===== config.mk =====
export PLATFORM = sky130hd
export DESIGN_NAME = pbr_queue
export DESIGN_NICKNAME = d
export VERILOG_FILES = /design/src/design/pbr_queue.sv
export SDC_FILE = /design/constraint.sdc
export NUM_CORES = 1
export LEC_CHECK = 0
export BUFFER_PORTS_ARGS = -buffer_cell sky130_fd_sc_hd__buf_2
export CAP_MARGIN = 0
export CORE_ASPECT_RATIO = 0.7
export CORE_MARGIN = 2
export CORE_UTILIZATION = 30
export DETAILED_ROUTE_END_ITERATION = 12
export HOLD_SLACK_MARGIN = 0.15
export PLACE_DENSITY_LB_ADDON = 0.15
export SLEW_MARGIN = 20
export SYNTH_ARGS = -nofsm -noshare
export SYNTH_HDL_FRONTEND = slang
export SYNTH_SLANG_ARGS = --single-unit

===== constraint.sdc =====
create_clock -name clk -period 1.8 [get_ports clk]
set_input_delay 0.36 -clock clk [delete_from_list [all_inputs] [get_ports clk]]
set_output_delay 0.36 -clock clk [all_outputs]
set_load 0.1 [all_outputs]

===== src/design/pbr_queue.sv =====
// Short queue between front and back parts.
module pbr_queue #(
  parameter int W = 8
) (
  input  logic         clk,
  input  logic         rst_n,
  input  logic         wr_en,
  input  logic [W-1:0] wr_data,
  input  logic         rd_en,
  output logic [W-1:0] rd_data,
  output logic         empty,
  output logic [2:0]   count
);

  logic [W-1:0] mem_r [4];
  logic [1:0]   wp_r, rp_r;
  logic [2:0]   cnt_r;

  always_ff @(posedge clk) begin
    if (!rst_n) begin
      wp_r  <= '0;
      rp_r  <= '0;
      cnt_r <= '0;
    end else begin
      if (wr_en) wp_r <= wp_r + 2'd1;
      if (rd_en) rp_r <= rp_r + 2'd1;
      cnt_r <= cnt_r + {2'd0, wr_en} - {2'd0, rd_en};
    end
  end

  always_ff @(posedge clk) begin
    if (wr_en) mem_r[wp_r] <= wr_data;
  end

  assign rd_data = mem_r[rp_r];
  assign empty   = (cnt_r == 3'd0);
  assign count   = cnt_r;

endmodule


==> results of run 1 <==
-- cells in the final DEF (no fill, tap or decap), drive strengths merged --
cell type and instances:
fa 1, and2 6, inv 7, dfxtp 9, buf 25, xnor2 2
nand3b 1, a21bo 1, clkbuf 7, a21oi 1, nor2 5, ha 6
xor3 1, mux4 8, mux2i 1, edfxtp 32, clkinvlp 1, nor3 1
-- layout make-up --
| type | count | area share [%] |
|---|---|---|
| clock inverters | 1 | 0.378 |
| inverters | 7 | 1.32 |
| repair buffers | 25 | 10.1 |
| multi-input cells | 34 | 21.5 |
| flip-flops and latches | 41 | 57.8 |
| clock buffers | 7 | 4.35 |
| well taps | 72 | 4.53 |
-- power by group through the flow --
stage	Combinational, µW	Sequential [µW]	Clock [µW]
global placement	705	1150	0
CTS	759	1140	637
finish	751	1140	621
detailed placement	713	1160	0
global route	789	1150	671
floorplan	464	1290	0
-- final timing paths --
path,depth (start not counted),slack (ns),endpoint,startpoint
max,3,-0.07,rd_data[0],flop
max reg2reg,6,0.24,count[1]$_SDFF_PN0_,count[0]$_SDFF_PN0_
min reg2reg,2,0.55,rp_r[1]$_SDFFE_PN0P_,rp_r[0]$_SDFFE_PN0P_
min,1,0.28,mem_r[0][7]$_DFFE_PP_,wr_data[7]
-- per-layer routing --
layer | global-route usage [%] | wire [µm] | up-vias
li1 | - | - | 369
met1 | 13.2 | 1240 | 389
met2 | 14.8 | 1190 | 14
met3 | 3.26 | 91 | 7
met4 | 5.68 | 66 | 0
met5 | 0 | 0 | -
-- stage by stage --
step                      worst slack [ns]  hold slack [ns]  total power, µW  cells
final                              -0.0721            0.278             2510    187
after floorplan                     0.0537            0.459             1750     84
after global placement               0.115            0.530             1860    179
after detailed placement            0.0904            0.533             1870    179
after global routing                -0.110            0.276             2610    187
after CTS                          -0.0909            0.274             2530    187
-- sequential cells by signal, summed over array words and instances, names as in the netlist, named ones only --
register and cells:
count 3, mem_r 32, rp_r 2, wp_r 2
-- timing repair --
action | CTS | global route
setup endpoints to repair | 8 | 8
setup buffers | 0 | 0
resized for setup | 19 | 0
-- cells by family (layout without fill, tap and decap cells) --
kind of cell / count (synthesis) / after routing / synth area share (%)
flops: 41 / 41 / 71.6
simple gates: 13 / 13 / 4.32
mux: 9 / 9 / 11.9
buf+inv: 9 / 40 / 2.67
fa+ha+maj: 7 / 7 / 5.97
xor+xnor: 3 / 3 / 2.59
compound gates: 2 / 2 / 0.942
==> results.md, run 1 <==
* Reg clk slew, reported paths at around 0.080 ns
* Yosys top cell area share at 60.3%
* Clock Sinks at 41
* Critical path type: reg2out
* HPWL Detailed at 1730 µm
* Die width at 91.1 µm
* Ranking of synthesized cells by area: edfxtp_1, dfxtp_1, mux4_2
* Finished Cell Area at 1990 µm²
* Crit Path Max Fanout at 8
* Top-count cell post-synth: edfxtp_1
* Dominant cell type by area after synthesis: edfxtp_1
* Internal power at 1620 µW
* Core area at 5170 µm²
* Endpoint type of the worst setup path: output pin
* Die Y at 65.0 µm
* Final wirelength at 2590 µm
* Fin worst setup slack at -0.0721 ns
* Vias in the first global route at around 830
* Crit share post-route at 104%
* Worst Path Buf+Inv at 2
* Clk_lat worst skew at 0.29 ns
* Comb power frac at 29.9%
* Failing checks: setup timing
* Via Count at between 700 and 800
* Clock share of power at approximately 25%
* Final slew viol count at 0
* Startpoint types: flop
* Fin. Hold Viols at 0
* Worst vdd ir at 413 µV
* Largest stage delay, worst path at 0.54 ns
* Area of the multi-input gates at approximately 430 µm²
* Switch share at 35.4%
* Sequential area share after synthesis at 71.6%
* Initial core utilization at 30.8%
* Final Skew at 0.00783 ns
* Cells after synthesis at 84
* Flop pwr share at 45.3%
* Synth top cells by count: edfxtp_1, dfxtp_1, mux4_2
* Syn_area_per_cell at roughly 19 µm²
* Final nets at between 100 and 150
* Mapped Nets at 103
* Ratio of cells with drive above 1 in the final layout at 42.6%
* Unique masters post-synth at 17
* Outcome: finished with violations
* Net Switching at roughly 890 µW
* # port buffers at 23
* Antenna violations before repair at 0
* Yosys warning total at 0
* DRT iter0 DRCs at 36
* Antenna cell count at 0
* Area post-placement at 1830 µm²
* Min-Delay Path Class: in2reg
* Area Overhead vs Synth at 24.6%
* CP most frequent cell: buf_12
* CP required at 1.44 ns
* Slew HR at 67.4%
* Setup total negative slack at -0.413 ns
* CTS Buf Count at 5
* Peak Freq at approximately 530 MHz
* Gp weighted congestion at 0.692
* GRT Total Usage at between 10% and 20%
* CTS max path bufs at 2
* Hold_buf cts at 0
* Worst Tran Pin Value at 0.492 ns
* Unrepaired setup endpoints after global routing: true
* Max_cap viols at 0
* Prevailing post-synth register cell: edfxtp_1
* First-pass GRT wire length at 4240 µm
* IO Pins at 24
* CP Data Arrival Time at 1.51 ns
* Slowest-stage cell, CP: mux4_2
* # setup viols final at 8
* Post-synth ARST share at 0%
* CP Cell Sequence: buf_12 > mux4_2 > buf_12
* DR WL/cell at about 14 µm
* Cell area after synthesis at 1590 µm²
* Post-synth EDFFs at 32
* Htree depth at 2
* Final Util at 38.4%
* Residual DRC at 0
* GR Overflow Total at 0
* P_leak at approximately 0.00072 µW
* Min Tclk post-route at 1.87 ns
* CP top delay family: multiplexers
* Row count at 22
* #FFs+latches synth at 41
* Sequential cell area at 1150 µm²
* CTS tree: built
* # fillers at 510
* Vias per inst at 4.17
* First-pass iteration count of the detailed router at 3
* Root Buffer: clkbuf_8
* Largest net degree at the start of global routing at 14
* Power per Cell Area at 1260 nW/µm²
* Die area at roughly 6000 µm²
* Post-route ant nets at 0
Power figures use the tool's default switching activity.
==> inputs of run 2 (changes only) <==
==> constraint.sdc (replaced) <==
create_clock -name clk -period 1.8 [get_ports clk]
set_input_delay 0.09 -clock clk [delete_from_list [all_inputs] [get_ports clk]]
set_output_delay 0.09 -clock clk [all_outputs]
set_load 0.1 [all_outputs]
==> run 2 against run 1 <==
Effect of this change:
- the run now ends clean
- sequential share of layout area shrank 0.96 points
- combinational power shrank 4.9%
- core utilization grew 0.60 points
- power shrank 4.4%
- first-iteration DRC count shrank 47%
- final area grew 1.6%
- clock power shrank 12%
- critical endpoint unchanged
- largest power group unchanged
- highest routed layer unchanged
==> results.md, run 2 (synthesis results as in run 1) <==
* Outcome: finished, final reports clean (was finished with violations)
* Max FFs per register at 32 (unchanged)
* Residual DRC at 0 (unchanged)
* Area Overhead vs Synth at 26.6% (was 24.6%)
* CP most frequent cell: buf_4 (was buf_12)
* Final Util at 39.0% (was 38.4%)
* Min-Delay Path Class: in2reg (unchanged)
* Max_cap viols at 0 (unchanged)
* Slowest-stage cell, CP: mux4_2 (unchanged)
* Clock Sinks at 41 (unchanged)
* Fin worst setup slack at 0.102 ns (was -0.0721 ns)
* Comb power frac at 29.8% (was 29.9%)
* Antenna violations before repair at 0 (unchanged)
* Reg2Reg Depth at 7 (was 6)
* Critical R2R Launch: count[0]$_SDFF_PN0_ (unchanged)
* # port buffers at 23 (unchanged)
* Gp weighted congestion at 0.704 (was 0.692)
* Largest stage delay, worst path at 0.51 ns (was 0.54 ns)
* First-pass GRT wire length at 4130 µm (was 4240 µm)
* Root Buffer: clkbuf_8 (unchanged)
* Sequential cell area at 1150 µm² (about the same)
* Power per Cell Area at 1190 nW/µm² (was 1260 nW/µm²)
* Finished Layout Cells at 198 (was 187)
* # fillers at 506 (was 510)
* Final Skew at 0.00486 ns (was 0.00783 ns)
* Reg clk slew, reported paths at 0.07 ns (was 0.08 ns)
* Unrepaired setup endpoints after global routing: false (was true)
* CP Data Arrival Time at 1.61 ns (was 1.51 ns)
* GRT Total Usage at 9.59% (was 10.1%)
* Startpoint types: flop (unchanged)
* # setup viols final at 0 (was 8)
* Switch share at 35.7% (was 35.4%)
* Htree depth at 2 (unchanged)
* Crit path to: rd_data[0] (unchanged)
* Internal power at 1540 µW (was 1620 µW)
* CP required at 1.71 ns (was 1.44 ns)
* R2R setup slack at 0.10 ns (was 0.24 ns)
* Post-route ant nets at 0 (unchanged)
* Vias in the first global route at 805 (was 825)
* Min Tclk post-route at 1.70 ns (was 1.87 ns)
* GR Overflow Total at 0 (unchanged)
* Final slew viol count at 0 (unchanged)
* Via Count at 803 (was 779)
* Initial core utilization at 30.8% (unchanged)
* Largest net degree at the start of global routing at 13 (was 14)
* Die Y at 65.0 µm (unchanged)
* Worst vdd ir at 374 µV (was 413 µV)
* Fin. Hold Viols at 0 (unchanged)
* Clk_lat worst skew at 0.28 ns (was 0.29 ns)
* Die width at 91.1 µm (unchanged)
* Area of the multi-input gates at 418 µm² (was 427 µm²)
* Vias per inst at 4.06 (was 4.17)
* P_leak at 0.000748 µW (was 0.000719 µW)
* CTS tree: built (unchanged)
* Ratio of cells with drive above 1 in the final layout at 36.5% (was 42.6%)
* DR WL/cell at 13.1 µm (was 13.8 µm)
* Post-place setup slack at 0.106 ns (was 0.0904 ns)
* CTS Buf Count at 5 (unchanged)
* First-pass iteration count of the detailed router at 4 (was 3)
* Net Switching at 855 µW (was 889 µW)
* CTS max path bufs at 2 (unchanged)
* Critical path type: reg2out (unchanged)
* Slew HR at 68.1% (was 67.4%)
* Core area at 5170 µm² (unchanged)
* Largest Register: mem_r (unchanged)
* IO Pins at 24 (unchanged)
* Crit share post-route at 94.4% (was 104%)
* Commonest non-fill, non-tap cell in the layout: edfxtp_1 (unchanged)
* Antenna cell count at 0 (unchanged)
* Flop pwr share at 47.3% (was 45.3%)
* Post-placement cell count at 179 (unchanged)
* Clock share of power at 22.9% (was 24.8%)
* Final wirelength at 2590 µm (about the same)
* Row count at 22 (unchanged)
* Crit Reg-Reg Endpoint: count[2]$_SDFF_PN0_ (was count[1]$_SDFF_PN0_)
* DRT iter0 DRCs at 19 (was 36)
* Crit Path Max Fanout at 4 (was 8)
* Peak Freq at 589 MHz (was 534 MHz)
* Final nets at 144 (was 133)
* Worst Tran Pin Value at 0.479 ns (was 0.492 ns)
* Die area at 5920 µm² (unchanged)
* HPWL Detailed at 1760 µm (was 1730 µm)
* CP Cell Sequence: buf_4 > mux4_2 > buf_4 (was buf_12 > mux4_2 > buf_12)
* # Post-CTS Setup Buffers at 0 (unchanged)
* Most frequent cells in the layout: edfxtp_1, buf_2, dlygate4sd3_1 (was edfxtp_1, buf_2, mux4_2)
* Endpoint type of the worst setup path: output pin (unchanged)
run 2: power groups by stage:
| stage | logic [µW] | clock network [µW] | registers [µW] |
|---|---|---|---|
| 2_1_floorplan | 459 | 0 | 1280 |
| 3_3_place_gp | 685 | 0 | 1150 |
| 3_5_place_dp | 692 | 0 | 1160 |
| 4_1_cts | 723 | 571 | 1140 |
| 5_1_grt | 752 | 608 | 1140 |
| 6_report | 714 | 549 | 1130 |
run 2: final cells by class:
type                    count  share of cell area [%]
multi-input cells          34                    20.7
clock buffers               5                    3.41
clock inverters             3                   0.620
repair buffers             36                    12.6
well taps                  72                    4.46
inverters                   7                    1.30
flip-flops and latches     41                    56.9
run 2: layer usage:
layer | vias up | track usage [%] | wire length [µm]
met2 | 13 | 14.6 | 1170
met1 | 393 | 12.4 | 1290
met4 | 0 | 3.98 | 34
li1 | 392 | - | -
met3 | 5 | 3.60 | 100
met5 | - | 0 | 0
run 2: worst max-delay path, delay by kind of cell, from the launching register on:
kind,cells,cell delay [ns]
mux,1,0.51
buf+inv,2,0.43
flops,1,0.39
run 2: metrics by stage:
stage               hold WS [ns]  instance area, µm²  setup TNS (ns)  power, µW
finish                     0.155                2020               0       2400
global route               0.178                2020               0       2500
CTS                        0.151                2020               0       2430
detailed placement         0.309                1810               0       1850
global placement           0.306                1810               0       1840
floorplan                  0.189                1610          -0.351       1740
run 2: worst min-delay path by stage:
| stage | startpoint | endpoint | slack, ns | cells after the start |
|---|---|---|---|---|
| after detailed placement | wr_data[4] | mem_r[1][4]$_DFFE_PP_ | 0.31 | 1 |
| after global placement | wr_data[0] | mem_r[0][0]$_DFFE_PP_ | 0.31 | 1 |
| after global routing | wr_en | wp_r[1]$_SDFFE_PN0P_ | 0.18 | 3 |
| after CTS | wr_en | wp_r[1]$_SDFFE_PN0P_ | 0.15 | 3 |
| after floorplan | wr_data[0] | mem_r[0][0]$_DFFE_PP_ | 0.19 | 0 |
| final | wr_en | wp_r[1]$_SDFFE_PN0P_ | 0.16 | 3 |
run 2: what timing repair did:
| action | CTS | global route |
|---|---|---|
| endpoints found under the setup margin | 6 | 0 |
| hold endpoints to repair | 35 | 0 |
| gates resized for setup | 7 | 0 |
| hold buffers | 11 | 0 |
==> inputs of run 3 (changes only) <==
--- a/config.mk
+++ b/config.mk
@@ -5,6 +5,7 @@
 export SDC_FILE = /design/constraint.sdc
 export NUM_CORES = 1
 export LEC_CHECK = 0
+export ABC_AREA = 1
 export BUFFER_PORTS_ARGS = -buffer_cell sky130_fd_sc_hd__buf_2
 export CAP_MARGIN = 0
 export CORE_ASPECT_RATIO = 0.7
==> run 3 against run 2 <==
Effect of this change:
- first-iteration DRC count rose to 2.8 times the previous value
- critical path depth rose by 5
- final area rose by 11%
- critical path type is now in2reg
==> results.md, run 3 <==
* Outcome: finished, final reports clean (unchanged)
* Area Overhead vs Synth at 31.1% (was 26.6%)
* Initial core utilization at 31.9% (was 30.8%)
* Power per Cell Area at 1150 nW/µm² (was 1190 nW/µm²)
* # setup viols final at 0 (unchanged)
* Max_cap viols at 0 (unchanged)
* Cells after synthesis at 147 (was 84)
* Dominant cell type by area after synthesis: edfxtp_1 (unchanged)
* IO Pins at 24 (unchanged)
* Final wirelength at 2930 µm (was 2590 µm)
* Hold_sp: rp_r[1]$_SDFFE_PN0P_ (was wr_en)
* Unrepaired setup endpoints after global routing: false (unchanged)
* Crit Path Max Fanout at 5 (was 4)
* HPWL Detailed at 2060 µm (was 1760 µm)
* Hold slack at 0.474 ns (was 0.155 ns)
* CTS max path bufs at 2 (unchanged)
* #FFs+latches synth at 41 (unchanged)
* Finished Layout Cells at 259 (was 198)
* Vias in the first global route at 1066 (was 805)
* Hold_buf cts at 12 (was 11)
* P_leak at 0.000949 µW (was 0.000748 µW)
* Hold depth at 2 (was 3)
* Reg clk slew, reported paths at 0.08 ns (was 0.07 ns)
* CTS tree: built (unchanged)
* Root Buffer: clkbuf_8 (unchanged)
* Startpoint types: input pin (was flop)
* Unique masters post-synth at 16 (was 17)
* Max FFs per register at 32 (unchanged)
* Reg2Reg Depth at 7 (unchanged)
* Largest net degree at the start of global routing at 33 (was 13)
* Antenna cell count at 0 (unchanged)
* Min-Delay Path Class: reg2reg (was in2reg)
* First-pass GRT wire length at 4930 µm (was 4130 µm)
* Fin. Hold Viols at 0 (unchanged)
* Post-synth EDFFs at 32 (unchanged)
* Slew HR at 67.4% (was 68.1%)
* Post-route ant nets at 0 (unchanged)
* GR Overflow Total at 0 (unchanged)
* Worst Tran Pin Value at 0.492 ns (was 0.479 ns)
* Via Count at 1065 (was 803)
* Cell area after synthesis at 1710 µm² (was 1590 µm²)
* Post-cts resize count at 0 (was 7)
* CP Data Arrival Time at 1.83 ns (was 1.61 ns)
* Setup total negative slack at 0 ns (unchanged)
* R2R setup slack at 0.25 ns (was 0.10 ns)
* Clk_lat worst skew at 0.28 ns (about the same)
* Residual DRC at 0 (unchanged)
* Prevailing post-synth register cell: edfxtp_1 (unchanged)
* Top-count cell post-synth: edfxtp_1 (unchanged)
* Peak Freq at 608 MHz (was 589 MHz)
* Ratio of cells with drive above 1 in the final layout at 19.3% (was 36.5%)
* Crit Reg-Reg Endpoint: count[2]$_SDFF_PN0_ (unchanged)
* Yosys top cell area share at 56.2% (was 60.3%)
* DRT iter0 DRCs at 53 (was 19)
* Final Util at 41.8% (was 39.0%)
* Most frequent cells in the layout: edfxtp_1, inv_1, nand2_1 (was edfxtp_1, buf_2, dlygate4sd3_1)
* First-pass iteration count of the detailed router at 4 (unchanged)
* Sequential area share after synthesis at 66.7% (was 71.6%)
* Total chip power at 2580 µW (was 2400 µW)
* CP required at 1.98 ns (was 1.71 ns)
* Commonest non-fill, non-tap cell in the layout: edfxtp_1 (unchanged)
* Final nets at 205 (was 144)
* Die width at 94.3 µm (was 91.1 µm)
* CTS Buf Count at 5 (unchanged)
* # fillers at 496 (was 506)
* Gp weighted congestion at 0.758 (was 0.704)
* Final Skew at 0.00584 ns (was 0.00486 ns)
* # port buffers at 23 (unchanged)
* Yosys warning total at 0 (unchanged)
* Clock Sinks at 41 (unchanged)
* Worst vdd ir at 326 µV (was 374 µV)
* DR WL/cell at 11.3 µm (was 13.1 µm)
* Min Tclk post-route at 1.64 ns (was 1.70 ns)
* GRT Total Usage at 10.7% (was 9.59%)
* Endpoint type of the worst setup path: flop (was output pin)
* Crit share post-route at 91.4% (was 94.4%)
* Die area at 6330 µm² (was 5920 µm²)
* Vias per inst at 4.11 (was 4.06)
* Mapped Nets at 166 (was 103)
* Final slew viol count at 0 (unchanged)
* Core area at 5370 µm² (was 5170 µm²)
* Antenna violations before repair at 0 (unchanged)
* Row count at 22 (unchanged)
* Post-placement cell count at 239 (was 179)
* # Post-CTS Setup Buffers at 0 (unchanged)
* Critical path type: in2reg (was reg2out)
* Post-synth ARST share at 0% (unchanged)
* Largest Register: mem_r (unchanged)
* Die Y at 67.2 µm (was 65.0 µm)
* Critical R2R Launch: count[0]$_SDFF_PN0_ (unchanged)
* Synth top cells by count: edfxtp_1, inv_1, nand2_1 (was edfxtp_1, dfxtp_1, mux4_2)
* Htree depth at 2 (unchanged)
* Ranking of synthesized cells by area: edfxtp_1, dfxtp_1, inv_1 (was edfxtp_1, dfxtp_1, mux4_2)
* Syn_area_per_cell at 11.6 µm² (was 19.0 µm²)
==> run 3: changes by cell type after synthesis, moves of 3 or more <==
cell / delta
a21oi_1: +12
and2_1: -6
buf_6: +3
inv_1: +24
mux4_2: -8
nand2_1: +26
nor2_1: -4
o211ai_1: +8
o21ai_0: +10
==> run 3: kinds of logic (layout without fill, tap and decap cells) <==
family          Yosys count  count (layout)  share of synthesized area [%]
fa+ha+maj                 7               7                           5.56
simple gates             29              29                           6.51
buf+inv                  36              76                           9.88
compound gates           34              34                           11.3
flops                    41              41                           66.7
==> run 3: stage by stage <==
stage | instance area (µm²) | worst slack [ns]
CTS | 2240 | 0.160
detailed placement | 2010 | 0.255
global placement | 2010 | 0.281
finish | 2240 | 0.155
floorplan | 1730 | 0.0714
global route | 2240 | 0.0915
==> run 3: area by class of cell <==
class / instances / area, µm² / area share, %
repair buffers: 37 / 370 / 16.5
flip-flops and latches: 41 / 1150 / 51.1
clock buffers: 6 / 72.6 / 3.24
inverters: 31 / 116 / 5.19
clock inverters: 2 / 35.0 / 1.56
multi-input cells: 70 / 412 / 18.4
well taps: 72 / 90.1 / 4.02
==> run 3: worst max path at each step <==
stage	start	endpoint	slack, ns	cells after the start
after global placement	count[0]$_SDFF_PN0_	count[2]$_SDFF_PN0_	0.28	7
final	rd_en	count[2]$_SDFF_PN0_	0.16	8
after floorplan	count[0]$_SDFF_PN0_	count[2]$_SDFF_PN0_	0.07	7
after CTS	rd_en	count[2]$_SDFF_PN0_	0.16	8
after global routing	rd_en	count[2]$_SDFF_PN0_	0.09	8
after detailed placement	count[0]$_SDFF_PN0_	count[2]$_SDFF_PN0_	0.26	7
==> run 3: worst max-delay path, cell delays in order <==
cell and delay (ns):
dlygate4sd3_1 0.53, buf_2 0.15, ha_1 0.27, inv_1 0.04
ha_1 0.18, fa_1 0.39, a21oi_1 0.12, nor2_1 0.05
==> run 3: per-layer routing <==
metal	share of wire, %	vias to the layer above	track usage (%)
met4	1.3	0	4.35
met5	0	-	0
met1	44	482	11.9
met2	50	14	19.1
met3	4.0	5	3.46
li1	-	564	-
==> run 3: report_power, final <==
part | internal, µW | total (µW) | switching (µW)
Clock | 411 | 704 | 292
Sequential | 1080 | 1120 | 37.3
Combinational | 211 | 761 | 550
Total | 1700 | 2580 | 880
